[config.mk]
export PLATFORM = sky130hd
export DESIGN_NAME = ordered_array_table_engine_core
export DESIGN_NICKNAME = d
export VERILOG_FILES = /design/src/design/oat_pkg.sv /design/src/design/ordered_array_table_engine_core.sv /design/src/design/oat_ram.sv /design/src/design/oat_ctrl.sv
export VERILOG_INCLUDE_DIRS = /design/src /design/src/design
export SDC_FILE = /design/constraint.sdc
export NUM_CORES = 2
export LEC_CHECK = 0
export ABC_AREA = 0
export BUFFER_PORTS_ARGS = -buffer_cell sky130_fd_sc_hd__buf_2
export CAP_MARGIN = 20
export CORE_MARGIN = 2
export CORE_UTILIZATION = 55
export DETAILED_ROUTE_END_ITERATION = 12
export GPL_TIMING_DRIVEN = 1
export PLACE_DENSITY = 0.73
export SYNTH_ARGS = -nofsm -noshare
export SYNTH_HDL_FRONTEND = slang
export SYNTH_SLANG_ARGS = --single-unit
[constraint.sdc]
create_clock -name i_clk -period 5.3 [get_ports i_clk]
set_input_delay 1.06 -clock i_clk [delete_from_list [all_inputs] [get_ports i_clk]]
set_output_delay 1.06 -clock i_clk [all_outputs]
set_load 0.01 [all_outputs]
[src/design/assert_macros.svh]
// Assertion helper macros for the ordered array table engine.
// Used by the top level only; expects i_clk and i_rst_n in scope.
`ifndef ASSERT_MACROS_SVH
`define ASSERT_MACROS_SVH

// same-cycle implication, checked outside reset
`define OAT_ASSERT_NOW(label, ante, cons, msg) \
    label: assert property (@(posedge i_clk) disable iff (!i_rst_n) (ante) |-> (cons)) \
        else $error(msg);

// next-cycle implication, checked outside reset
`define OAT_ASSERT_NEXT(label, ante, cons, msg) \
    label: assert property (@(posedge i_clk) disable iff (!i_rst_n) (ante) |=> (cons)) \
        else $error(msg);

`endif

[src/design/oat_pkg.sv]
// Shared constants and codes for the ordered array table engine.
// No dependencies; used by oat_ram, oat_ctrl and the top level.
package oat_pkg;

    localparam int DEPTH_DEF = 64;
    localparam int DATA_W    = 32;

    typedef enum logic [1:0] {
        KIND_INSERT  = 2'd0,
        KIND_DELETE  = 2'd1,
        KIND_LSEARCH = 2'd2,
        KIND_BSEARCH = 2'd3
    } t_kind;

    typedef enum logic [1:0] {
        ST_OK        = 2'd0,
        ST_BAD_POS   = 2'd1,
        ST_FULL      = 2'd2,
        ST_NOT_FOUND = 2'd3
    } t_status;

endpackage

[src/design/ordered_array_table_engine_core.sv]
// Ordered array table engine: packed signed table with insert, delete and two searches.
// Depends on oat_pkg, oat_ram, oat_ctrl and assert_macros.svh.
//
// One item at a time. The entries live in a one-read, one-write memory with a
// registered read; the sequencer streams shifts at one entry a cycle. A rejected
// item or a delete of the last entry goes straight to the result; an insert shifts
// the entries from the position up, then writes the value (an append only writes);
// a delete shifts later entries down; linear search scans, binary search probes.
// The result sits in an output register, so the next item is taken while it waits.
// No clearing pass after reset: only slots below the count are ever read.
`include "assert_macros.svh"

module ordered_array_table_engine_core #(
    parameter int DEPTH = oat_pkg::DEPTH_DEF
) (
    input  logic                              i_clk,
    input  logic                              i_rst_n,
    input  logic                              i_in_valid,
    output logic                              o_in_stall,
    input  logic [1:0]                        i_kind,
    input  logic [$clog2(DEPTH+1)-1:0]        i_position,
    input  logic signed [oat_pkg::DATA_W-1:0] i_value,
    output logic                              o_out_valid,
    input  logic                              i_out_stall,
    output logic [1:0]                        o_status,
    output logic [$clog2(DEPTH)-1:0]          o_found_index,
    output logic [$clog2(DEPTH+1)-1:0]        o_entry_total
);

    localparam int AW = $clog2(DEPTH);
    localparam int CW = $clog2(DEPTH+1);

    logic                              w_wr_en, w_rd_en;
    logic [AW-1:0]                     w_wr_addr, w_rd_addr;
    logic signed [oat_pkg::DATA_W-1:0] w_wr_data, w_rd_data;
    logic                              w_res_valid, w_res_free;
    logic [1:0]                        w_res_status;
    logic [AW-1:0]                     w_res_index;
    logic [CW-1:0]                     w_res_total;

    logic          r_out_valid, n_out_valid;
    logic [1:0]    r_status;
    logic [AW-1:0] r_index;
    logic [CW-1:0] r_total;

    oat_ram #(.DEPTH(DEPTH)) u_ram (
        .i_clk     (i_clk),
        .i_wr_en   (w_wr_en),
        .i_wr_addr (w_wr_addr),
        .i_wr_data (w_wr_data),
        .i_rd_en   (w_rd_en),
        .i_rd_addr (w_rd_addr),
        .o_rd_data (w_rd_data)
    );

    oat_ctrl #(.DEPTH(DEPTH)) u_ctrl (
        .i_clk        (i_clk),
        .i_rst_n      (i_rst_n),
        .i_in_valid   (i_in_valid),
        .o_in_stall   (o_in_stall),
        .i_kind       (i_kind),
        .i_position   (i_position),
        .i_value      (i_value),
        .i_res_free   (w_res_free),
        .o_res_valid  (w_res_valid),
        .o_res_status (w_res_status),
        .o_res_index  (w_res_index),
        .o_res_total  (w_res_total),
        .o_wr_en      (w_wr_en),
        .o_wr_addr    (w_wr_addr),
        .o_wr_data    (w_wr_data),
        .o_rd_en      (w_rd_en),
        .o_rd_addr    (w_rd_addr),
        .i_rd_data    (w_rd_data)
    );

    // output slot is free when empty or being taken this cycle
    assign w_res_free = !r_out_valid || !i_out_stall;

    always_comb begin
        n_out_valid = r_out_valid;
        if (w_res_valid && w_res_free) begin
            n_out_valid = 1'b1;
        end else if (!i_out_stall) begin
            n_out_valid = 1'b0;
        end
    end

    always_ff @(posedge i_clk) begin
        if (!i_rst_n) begin
            r_out_valid <= 1'b0;
        end else begin
            r_out_valid <= n_out_valid;
        end
    end

    always_ff @(posedge i_clk) begin
        if (w_res_valid && w_res_free) begin
            r_status <= w_res_status;
            r_index  <= w_res_index;
            r_total  <= w_res_total;
        end
    end

    assign o_out_valid   = r_out_valid;
    assign o_status      = r_status;
    assign o_found_index = r_index;
    assign o_entry_total = r_total;

    `OAT_ASSERT_NOW(a_total_bound, o_out_valid,
        o_entry_total <= CW'(DEPTH), "entry total above depth")
    `OAT_ASSERT_NOW(a_full_total, o_out_valid && (o_status == oat_pkg::ST_FULL),
        o_entry_total == CW'(DEPTH), "full status without full table")
    `OAT_ASSERT_NOW(a_miss_index, o_out_valid && (o_status != oat_pkg::ST_OK),
        o_found_index == '0, "nonzero index on failed item")
    `OAT_ASSERT_NEXT(a_busy_after_accept, i_in_valid && !o_in_stall,
        o_in_stall, "second item taken while busy")

endmodule

[src/design/oat_ram.sv]
// Entry store: one write port, one read port, registered read data.
// Depends on oat_pkg for the data width.
module oat_ram #(
    parameter int DEPTH = oat_pkg::DEPTH_DEF
) (
    input  logic                              i_clk,
    input  logic                              i_wr_en,
    input  logic [$clog2(DEPTH)-1:0]          i_wr_addr,
    input  logic signed [oat_pkg::DATA_W-1:0] i_wr_data,
    input  logic                              i_rd_en,
    input  logic [$clog2(DEPTH)-1:0]          i_rd_addr,
    output logic signed [oat_pkg::DATA_W-1:0] o_rd_data
);

    logic signed [oat_pkg::DATA_W-1:0] r_mem [DEPTH];

    always_ff @(posedge i_clk) begin
        if (i_wr_en) begin
            r_mem[i_wr_addr] <= i_wr_data;
        end
    end

    always_ff @(posedge i_clk) begin
        if (i_rd_en) begin
            o_rd_data <= r_mem[i_rd_addr];
        end
    end

endmodule

[src/design/oat_ctrl.sv]
// Operation sequencer: shifts, linear scan and binary search over the entry store.
// Depends on oat_pkg; drives the ports of oat_ram.
module oat_ctrl #(
    parameter int DEPTH = oat_pkg::DEPTH_DEF
) (
    input  logic                                 i_clk,
    input  logic                                 i_rst_n,
    // item in
    input  logic                                 i_in_valid,
    output logic                                 o_in_stall,
    input  logic [1:0]                           i_kind,
    input  logic [$clog2(DEPTH+1)-1:0]           i_position,
    input  logic signed [oat_pkg::DATA_W-1:0]    i_value,
    // result out
    input  logic                                 i_res_free,
    output logic                                 o_res_valid,
    output logic [1:0]                           o_res_status,
    output logic [$clog2(DEPTH)-1:0]             o_res_index,
    output logic [$clog2(DEPTH+1)-1:0]           o_res_total,
    // memory
    output logic                                 o_wr_en,
    output logic [$clog2(DEPTH)-1:0]             o_wr_addr,
    output logic signed [oat_pkg::DATA_W-1:0]    o_wr_data,
    output logic                                 o_rd_en,
    output logic [$clog2(DEPTH)-1:0]             o_rd_addr,
    input  logic signed [oat_pkg::DATA_W-1:0]    i_rd_data
);

    localparam int AW = $clog2(DEPTH);
    localparam int CW = $clog2(DEPTH+1);

    typedef enum logic [7:0] {
        S_IDLE  = 8'b0000_0001,
        S_MOVE  = 8'b0000_0010,
        S_DRAIN = 8'b0000_0100,
        S_PUT   = 8'b0000_1000,
        S_LSCAN = 8'b0001_0000,
        S_BREAD = 8'b0010_0000,
        S_BCMP  = 8'b0100_0000,
        S_DONE  = 8'b1000_0000
    } t_state;

    t_state                            r_state, n_state;
    oat_pkg::t_kind                    r_kind, n_kind;
    logic [CW-1:0]                     r_pos, n_pos;
    logic signed [oat_pkg::DATA_W-1:0] r_val, n_val;
    logic [CW-1:0]                     r_cnt, n_cnt;
    logic [CW-1:0]                     r_ptr, n_ptr;
    logic                              r_mv_pend, n_mv_pend;
    logic [AW-1:0]                     r_mv_addr, n_mv_addr;
    logic                              r_cmp, n_cmp;
    logic [AW-1:0]                     r_cmp_idx, n_cmp_idx;
    logic [CW-1:0]                     r_lo, n_lo;
    logic [CW-1:0]                     r_hx, n_hx;     // exclusive upper bound
    logic [AW-1:0]                     r_mid, n_mid;
    oat_pkg::t_status                  r_status, n_status;
    logic [AW-1:0]                     r_index, n_index;

    logic          w_accept;
    logic          w_issue;
    logic [CW:0]   w_sum;
    logic [AW-1:0] w_mid;
    logic [CW-1:0] w_lo_nx, w_hx_nx;

    assign w_accept = i_in_valid && (r_state == S_IDLE);
    assign w_issue  = (r_ptr < r_cnt);
    assign w_sum    = {1'b0, r_lo} + {1'b0, r_hx} - (CW+1)'(1);
    assign w_mid    = w_sum[AW:1];
    // next bounds from this compare: right when entry below key, else left
    assign w_lo_nx  = (i_rd_data < r_val) ? CW'({1'b0, r_mid} + 1'b1) : r_lo;
    assign w_hx_nx  = (i_rd_data > r_val) ? CW'(r_mid) : r_hx;

    always_comb begin
        n_state   = r_state;
        n_kind    = r_kind;
        n_pos     = r_pos;
        n_val     = r_val;
        n_cnt     = r_cnt;
        n_ptr     = r_ptr;
        n_mv_pend = 1'b0;
        n_mv_addr = r_mv_addr;
        n_cmp     = 1'b0;
        n_cmp_idx = r_cmp_idx;
        n_lo      = r_lo;
        n_hx      = r_hx;
        n_mid     = r_mid;
        n_status  = r_status;
        n_index   = r_index;
        o_rd_en   = 1'b0;
        o_rd_addr = r_ptr[AW-1:0];
        // pending shift write lands in the cycle after its read
        o_wr_en   = r_mv_pend;
        o_wr_addr = r_mv_addr;
        o_wr_data = i_rd_data;

        unique case (r_state)
            S_IDLE: begin
                if (w_accept) begin
                    n_kind   = oat_pkg::t_kind'(i_kind);
                    n_pos    = i_position;
                    n_val    = i_value;
                    n_status = oat_pkg::ST_OK;
                    n_index  = '0;
                    n_state  = S_DONE;
                    unique case (oat_pkg::t_kind'(i_kind))
                        oat_pkg::KIND_INSERT: begin
                            if (i_position > r_cnt) begin
                                n_status = oat_pkg::ST_BAD_POS;
                            end else if (r_cnt == CW'(DEPTH)) begin
                                n_status = oat_pkg::ST_FULL;
                            end else if (i_position == r_cnt) begin
                                n_state = S_PUT;
                            end else begin
                                n_ptr   = r_cnt - CW'(1);
                                n_state = S_MOVE;
                            end
                        end
                        oat_pkg::KIND_DELETE: begin
                            if (i_position >= r_cnt) begin
                                n_status = oat_pkg::ST_BAD_POS;
                            end else if (i_position == r_cnt - CW'(1)) begin
                                n_cnt = r_cnt - CW'(1);
                            end else begin
                                n_ptr   = i_position + CW'(1);
                                n_state = S_MOVE;
                            end
                        end
                        oat_pkg::KIND_LSEARCH: begin
                            if (r_cnt == '0) begin
                                n_status = oat_pkg::ST_NOT_FOUND;
                            end else begin
                                n_ptr   = '0;
                                n_state = S_LSCAN;
                            end
                        end
                        oat_pkg::KIND_BSEARCH: begin
                            if (r_cnt == '0) begin
                                n_status = oat_pkg::ST_NOT_FOUND;
                            end else begin
                                n_lo    = '0;
                                n_hx    = r_cnt;
                                n_state = S_BREAD;
                            end
                        end
                        default: n_status = oat_pkg::ST_NOT_FOUND;
                    endcase
                end
            end
            S_MOVE: begin
                // read and write addresses never coincide: writes trail reads
                o_rd_en   = 1'b1;
                n_mv_pend = 1'b1;
                if (r_kind == oat_pkg::KIND_INSERT) begin
                    n_mv_addr = AW'(r_ptr + CW'(1));
                    if (r_ptr == r_pos) begin
                        n_state = S_DRAIN;
                    end else begin
                        n_ptr = r_ptr - CW'(1);
                    end
                end else begin
                    n_mv_addr = AW'(r_ptr - CW'(1));
                    if (r_ptr == r_cnt - CW'(1)) begin
                        n_state = S_DRAIN;
                    end else begin
                        n_ptr = r_ptr + CW'(1);
                    end
                end
            end
            S_DRAIN: begin
                if (r_kind == oat_pkg::KIND_INSERT) begin
                    n_state = S_PUT;
                end else begin
                    n_cnt   = r_cnt - CW'(1);
                    n_state = S_DONE;
                end
            end
            S_PUT: begin
                o_wr_en   = 1'b1;
                o_wr_addr = r_pos[AW-1:0];
                o_wr_data = r_val;
                n_cnt     = r_cnt + CW'(1);
                n_state   = S_DONE;
            end
            S_LSCAN: begin
                o_rd_en   = w_issue;
                n_cmp     = w_issue;
                n_cmp_idx = r_ptr[AW-1:0];
                if (w_issue) begin
                    n_ptr = r_ptr + CW'(1);
                end
                if (r_cmp && (i_rd_data == r_val)) begin
                    n_index = r_cmp_idx;
                    n_cmp   = 1'b0;
                    n_state = S_DONE;
                end else if (!w_issue && !r_cmp) begin
                    n_status = oat_pkg::ST_NOT_FOUND;
                    n_state  = S_DONE;
                end
            end
            S_BREAD: begin
                o_rd_en   = 1'b1;
                o_rd_addr = w_mid;
                n_mid     = w_mid;
                n_state   = S_BCMP;
            end
            S_BCMP: begin
                if (i_rd_data == r_val) begin
                    n_index = r_mid;
                    n_state = S_DONE;
                end else begin
                    n_lo = w_lo_nx;
                    n_hx = w_hx_nx;
                    if (w_lo_nx < w_hx_nx) begin
                        n_state = S_BREAD;
                    end else begin
                        n_status = oat_pkg::ST_NOT_FOUND;
                        n_state  = S_DONE;
                    end
                end
            end
            S_DONE: begin
                if (i_res_free) begin
                    n_state = S_IDLE;
                end
            end
            default: n_state = S_IDLE;
        endcase
    end

    always_ff @(posedge i_clk) begin
        if (!i_rst_n) begin
            r_state   <= S_IDLE;
            r_cnt     <= '0;
            r_mv_pend <= 1'b0;
            r_cmp     <= 1'b0;
        end else begin
            r_state   <= n_state;
            r_cnt     <= n_cnt;
            r_mv_pend <= n_mv_pend;
            r_cmp     <= n_cmp;
        end
    end

    always_ff @(posedge i_clk) begin
        r_kind    <= n_kind;
        r_pos     <= n_pos;
        r_val     <= n_val;
        r_ptr     <= n_ptr;
        r_mv_addr <= n_mv_addr;
        r_cmp_idx <= n_cmp_idx;
        r_lo      <= n_lo;
        r_hx      <= n_hx;
        r_mid     <= n_mid;
        r_status  <= n_status;
        r_index   <= n_index;
    end

    assign o_in_stall   = (r_state != S_IDLE);
    assign o_res_valid  = (r_state == S_DONE);
    assign o_res_status = r_status;
    assign o_res_index  = (r_status == oat_pkg::ST_OK) ? r_index : '0;
    assign o_res_total  = r_cnt;

endmodule
### Word-level counts from Yosys, hierarchy flattened

Memories as Yosys holds them, arrays and structs flattened. A register that Yosys moved wholly into a read port is not among the register bits.
Cells that the tools add are included.
Widths: inputs -> output; s select.

| operators by class | value |
|---|---|
| $add $sub $neg | 8 |
| multipliers | 0 |
| div/mod/pow operators | 0 |
| order comparisons | 6 |
| equal/unequal tests | 46 |
| shift operators | 0 |
| multiplexer cells | 75 |
| bitwise gates (word level) | 2 |
| reduce and logical (&&, ||, !) cells | 27 |

Operators with widths:

| cell | count |
|---|---|
| $mux 7 | 25 |
| $mux 8 | 16 |
| $pmux 8 s8 | 1 |
| $pmux 7 s3 | 3 |
| $mux 6 | 6 |
| $eq 32x32->1 | 1 |
| $gt 32x32->1 | 1 |
| $lt 32x32->1 | 1 |
| $mux 32 | 1 |
| $pmux 8 s4 | 1 |
| $eq 7x7->1 | 4 |
| $pmux 7 s2 | 2 |
| $ne 3x3->1 const B | 8 |
| $add 7x1->7 const B | 3 |
| $sub 7x1->7 const B | 3 |
| $ne 2x2->1 const B | 9 |
| $pmux 6 s3 | 1 |
| $mux 2 | 8 |
| $lt 7x7->1 | 2 |
| $ne 2x1->1 const B | 7 |
| $pmux 2 s3 | 2 |
| $reduce_and 12->1 | 1 |
| $reduce_and 6->1 | 2 |
| $reduce_and 5->1 | 2 |
| 34 further kinds | 54 |

| word-level totals | value |
|---|---|
| flip-flop bits (word level) | 121 |
| bits in latches | 0 |
| RAM bits | 2048 |
| memory bits (read-only) | 0 |
| input port bits | 45 |
| output and inout port bits | 17 |
| word-level logic and storage cells | 184 |
| memories kept | 1 |

Memories:

| name | depth | width | read ports | clocked after Yosys merged registers in | write ports | line | source |
|---|---|---|---|---|---|---|---|
| u_ram.r_mem | 64 | 32 | 1 | 1 | 1 | oat_ram.sv:15 | `logic signed [oat_pkg::DATA_W-1:0] r_mem [DEPTH];` |

### Longest topological paths before layout

| logic depth | value |
|---|---|
| word-level depth | 7 |
| gate-level depth with buffers | 19 |
| depth with buffers taken out | 18 |

### By module

Synthesis repeated with hierarchy kept, for this count alone.

| second synthesis, totals | value |
|---|---|
| cells, all modules | 4322 |
| area, all modules | 87276.2 µm² |

Modules (own cells, without submodules):

| module | instances | cells an instance | area each (µm²) | seq. area each (µm²) |
|---|---|---|---|---|
| oat_ram | 1 | 3511 | 79359.9 | 62459.9 |
| oat_ctrl | 1 | 791 | 7424.6 | 2982.9 |
| ordered_array_table_engine_core | 1 | 20 | 491.7 | 470.5 |

### Least setup slack after synthesis

No wires, ideal clock.

| timing | value |
|---|---|
| path type | register to register |
| start | register u_ctrl.r_state[0] |
| end | memory u_ram.r_mem[43][0] (netlist bit) (enable) |
| library setup time | 0.461 ns |
| arrival | 4.790 ns |
| data required time | 4.839 ns |
| slack | 0.049 ns |
| stages on the path, launching flop included | 9 |
| buffers on the path | 2 |
| clock period less this slack | 5.251 ns |
| cell sequence | dfxtp_1 -> or4_4 -> or3_1 -> nor3b_1 -> buf_1 -> mux2i_1 -> or3_1 -> clkbuf_1 -> nor3_1 |

| on the way | value |
|---|---|
| cells in the longest elaborated chain, start to end | 4 |
| elaborated cells between the ends (all ways) | 5 |
| those cells by class | eq/ne: 1; mux: 4 |

RTL lines:

| item | line | source |
|---|---|---|
| start, declared | oat_ctrl.sv:43 | `t_state r_state, n_state;` |
| start signal, assigned | oat_ctrl.sv:237 | `r_state <= n_state;` |
| $eq 8x4->1 (*) | oat_ctrl.sv:96 | `unique case (r_state)` |
| $mux 1 | oat_ctrl.sv:96 |  |
| $mux 1 | oat_ram.sv:18 | `if (i_wr_en) begin` |
| $mux 1 (not written as such) | oat_ram.sv:19 | `r_mem[i_wr_addr] <= i_wr_data;` |
| end, declared | oat_ram.sv:15 |  |

Every way passes the cells marked *; elsewhere a longest branch is shown, timed or not.

### Worst setup path after layout

| timing | value |
|---|---|
| start | register u_ctrl.r_hx[0] |
| end | register u_ram.o_rd_data[22] (netlist bit), read port of u_ram.r_mem (data pin) |

| on the way | value |
|---|---|
| cells in the longest elaborated chain, start to end | 3 |

RTL lines:

| item | line | source |
|---|---|---|
| start, declared | oat_ctrl.sv:54 | `logic [CW-1:0] r_hx, n_hx;` |
| start signal, assigned | oat_ctrl.sv:252 | `r_hx <= n_hx;` |
| $add 7x7->7 | oat_ctrl.sv:67 | `assign w_sum = {1'b0, r_lo} + {1'b0, r_hx} - (CW+1)'(1);` |
| $sub 7x1->7 | oat_ctrl.sv:67 |  |
| net u_ctrl.w_sum[3] | oat_ctrl.sv:61 | `logic [CW:0] w_sum;` |
| $mux 6 | oat_ctrl.sv:96 |  |
| end, declared | oat_ram.sv:12 | `output logic signed [oat_pkg::DATA_W-1:0] o_rd_data` |

The timed path passes the listed nets, and every way through them passes these cells.
A chain may end at the register's enable or synchronous reset.

==> metrics.md <==
| Metric | Value |
|---|---|
| Buffers on Ports | 61 |
| Commonest cells post-synth | 2,183 x edfxtp_1, 1,661 x nand2_1, 547 x nand3_1, 208 x a21oi_1, 204 x clkbuf_1 |
| Synth Instances | 6,461 |
| NetSw | 14,310 µW |
| FMAX | 191.0 MHz |
| Fin Hold WS | 0.3719 ns |
| RR Startpoint | u_ctrl.r_hx[0] |
| Status | finished clean |
| Switching part of the total | 31.53% |
| Hold buffer count at cts | 0 |
| # rows | 147 |
| Via/cell ratio | 6.526 |
| Clock Path Buffers | 3 |
| Initial DRC Count | 9,507 |
| EDFF count, synth | 2,183 |
| First-pass DRT Iterations | 8 |
| Synthesized area | 88,830 µm² |
| Max_cap viols | 0 |
| Yosys Warn Count | 0 |
| CP startpoint kind | flop |
| Count of pins over their slew limit | 0 |
| First-pass GRT wire length | 387,000 µm |
| Die footprint | 164,700 µm² |
| Fin Setup TNS | 0 ns |
| Largest area contributor in the synthesized netlist | edfxtp_1 |
| Vias in the first global route | 56,290 |
| Final setup vio count | 0 |
| Final RePlAce weighted congestion | 0.9688 |
| Worst Min Path Start | i_value[8] |
| Clk_skew | 0.04288 ns |
| Share of power burned in registers | 43.5% |
| CTS buffer count | 212 |
| Max-slew headroom | 19.48% |
| Crit Path Category | flop to flop |
| Main area contributors after synthesis | edfxtp_1 74%, nand2_1 7.0%, nand3_1 3.1% |
| Depth of the worst hold-timing path | 1 |
| Buf+Inv Stages, Crit Path | 2 |
| Reg2Reg Capture Point | u_ram.o_rd_data[22] |
| Die width | 405.9 µm |
| Cell Count Post-Placement | 8,650 |
| Drt wl/cell | 29.98 µm |
| # clock sinks | 2,201 |
| Logic pwr share | 24.3% |
| Worst VDD drop | 0.0004030 V |
| Crit path arrival time | 5.74 ns |
| Worst Hold End | u_ctrl.r_val[8] |
| GR Overflow Total | 0 |
| Pint | 31,070 µW |
| Nets | 6,830 |
| Finished layout cell area | 101,400 µm² |
| Synth top area share | 73.79% |
| Unrepaired setup endpoints after global routing | no |
| Worst path top cell family by delay | compound AO/OA/AOI/OAI gates |
| DRC violations left | 0 |
| Crit path max-delay cell type | a311oi_1 |
| Total core area | 160,600 µm² |
| DP HPWL | 161,100 µm |
| Total GRT Usage | 32.78% |
| Clk pwr share | 32.2% |
| Shortest period the worst path allows | 5.235 ns |
| Crit-path cells | or2_2, ha_1, fa_1, xor2_1, nor2_1, nand2_1, o31a_2, buf_12, buf_12, a311oi_1, a221oi_1, o22ai_1, a311oi_1, nand4_1 |
| Fin cells | 9,054 |
| Synthesized net count | 6,580 |
| Hold crit path type | input port to flop |
| Die Y | 405.9 µm |
| Pwr Density | 447.3 nW/µm² |
| Lkg Pwr | 0.03484 µW |
| Starting Density | 55.32% |
| Most frequent cell after synthesis | edfxtp_1 |
| Initial antenna violation count | 12 |
| CP max stage delay | 0.96 ns |
| Post-synthesis sequential area ratio | 74.20% |
| R2R depth | 14 |
| Post-CTS Setup Inserts | 0 |
| Post-synthesis async set-or-reset flop share | 0% |
| Layout cells sized above 1 | 13.11% |
| P&R area growth vs syn | 14.20% |
| R2R setup slack | 0.07 ns |
| Synth Flop Type | edfxtp_1 |
| DR vias | 59,090 |
| Synth Area per Inst | 13.75 µm² |
| Total wire length | 271,400 µm |
| CP Data Required Time | 5.81 ns |
| Yosys cell types | 70 |
| Fin. Hold Viols | 0 |
| Worst-Margin Slew | 1.202 ns |
| Critical path endpoint category | flop |
| Detail Route Antenna Nets | 0 |
| Clock slew at reported path FFs | 0.06 ns |
| Clk_lat worst skew | 0.88 ns |
| Largest net degree at the start of global routing | 90 |
| H-tree levels | 4 |
| Io pins | 62 |
| Yosys reg bits | 2,201 |
| CTS tree | done |
| CTS Root Cell | clkbuf_16 |
| Peak fanout along the critical path | 19 |
| Tcrit/Tclk final | 98.77% |
| DP Area | 94,670 µm² |
-- worst max-delay path by stage --
| stage | from | to | slack, ns | depth (start not counted) |
|---|---|---|---|---|
| finish | u_ctrl.r_hx[0] | u_ram.o_rd_data[22] | 0.07 | 14 |
| global route | u_ctrl.r_hx[0] | u_ram.o_rd_data[22] | 0.02 | 14 |
| CTS | u_ctrl.r_hx[0] | u_ram.o_rd_data[22] | 0.29 | 14 |
| detailed placement | u_ctrl.r_hx[0] | u_ram.o_rd_data[22] | 0.33 | 14 |
| global placement | u_ctrl.r_hx[0] | u_ram.o_rd_data[22] | 0.35 | 14 |
| floorplan | u_ctrl.r_state[0] | u_ram.r_mem[43][0] | 0.05 | 8 |
-- cell usage in the layout (no fill, tap or decap), types with 72 or more instances in the layout --
cell type	Yosys	final
nand3_1	547	547
inv_1	72	72
clkbuf_16	0	215
a21oi_1	208	208
and3_1	127	127
nand2_1	1661	1660
a31oi_1	130	130
edfxtp_1	2183	2183
mux2i_1	161	158
a311oi_1	78	77
buf_4	2	297
ha_1	73	73
-- power groups by stage --
stage	Sequential, µW	Clock, µW	Combinational (µW)
2_1_floorplan	20000	0	6050
3_3_place_gp	20100	0	10400
3_5_place_dp	20100	0	10600
4_1_cts	19700	14700	10700
5_1_grt	19800	15300	11500
6_report	19700	14600	11000
-- sequential cells by signal, summed over array words and instances (netlist names) --
signal,flops
o_entry_total,7
o_found_index,6
o_out_valid,1
o_status,2
u_ctrl.o_res_status,2
u_ctrl.o_res_total,7
u_ctrl.r_cmp,1
u_ctrl.r_cmp_idx,6
u_ctrl.r_hx,7
u_ctrl.r_index,6
u_ctrl.r_kind,2
u_ctrl.r_lo,7
u_ctrl.r_mid,6
u_ctrl.r_mv_addr,6
u_ctrl.r_mv_pend,1
u_ctrl.r_pos,7
u_ctrl.r_ptr,7
u_ctrl.r_state,8
u_ctrl.r_val,32
u_ram.o_rd_data,32
u_ram.r_mem,2048
-- per-stage QoR --
stage / util (%) / worst slack [ns] / total power [µW]
final: 63.18 / 0.06509 / 45370
after global routing: 63.17 / 0.02291 / 46610
after CTS: 63.10 / 0.2870 / 45060
after detailed placement: 58.96 / 0.3315 / 30660
after global placement: 58.92 / 0.3499 / 30500
after floorplan: - / 0.04924 / 26070
-- layout make-up --
cell class / count / area, µm²
Sequential cell: 2201 / 65910
Fill cell: 11360 / 59120
Multi-Input combinational cell: 3795 / 21990
Clock buffer: 268 / 5599
Timing Repair Buffer: 427 / 3894
Tap cell: 2160 / 2703
Clock inverter: 121 / 1046
Inverter: 74 / 277.8
Antenna cell: 8 / 20.02
-- metal layers --
| layer | track usage [%] | share of wire [%] | vias up |
|---|---|---|---|
| li1 | - | - | 24660 |
| met1 | 43.56 | 35 | 29090 |
| met2 | 48.19 | 44 | 4544 |
| met3 | 10.94 | 15 | 790 |
| met4 | 17.21 | 5.8 | 12 |
| met5 | 0 | 0.032 | - |
-- what timing repair did --
item,in CTS,in global routing
setup endpoints to repair,0,1
hold endpoints to repair,0,0
gates resized for setup,0,1
-- cell families after synthesis --
group	share of synthesized area, %
AOI/OAI and AO/OA	5.575
muxes	3.439
buffers and inverters	2.151
xor gates and xnor gates	0.5324
DFF	74.20
and+or+nand+nor	13.05
adders and majority gates	1.051
No activity file was read; power rests on OpenSTA's default activity.
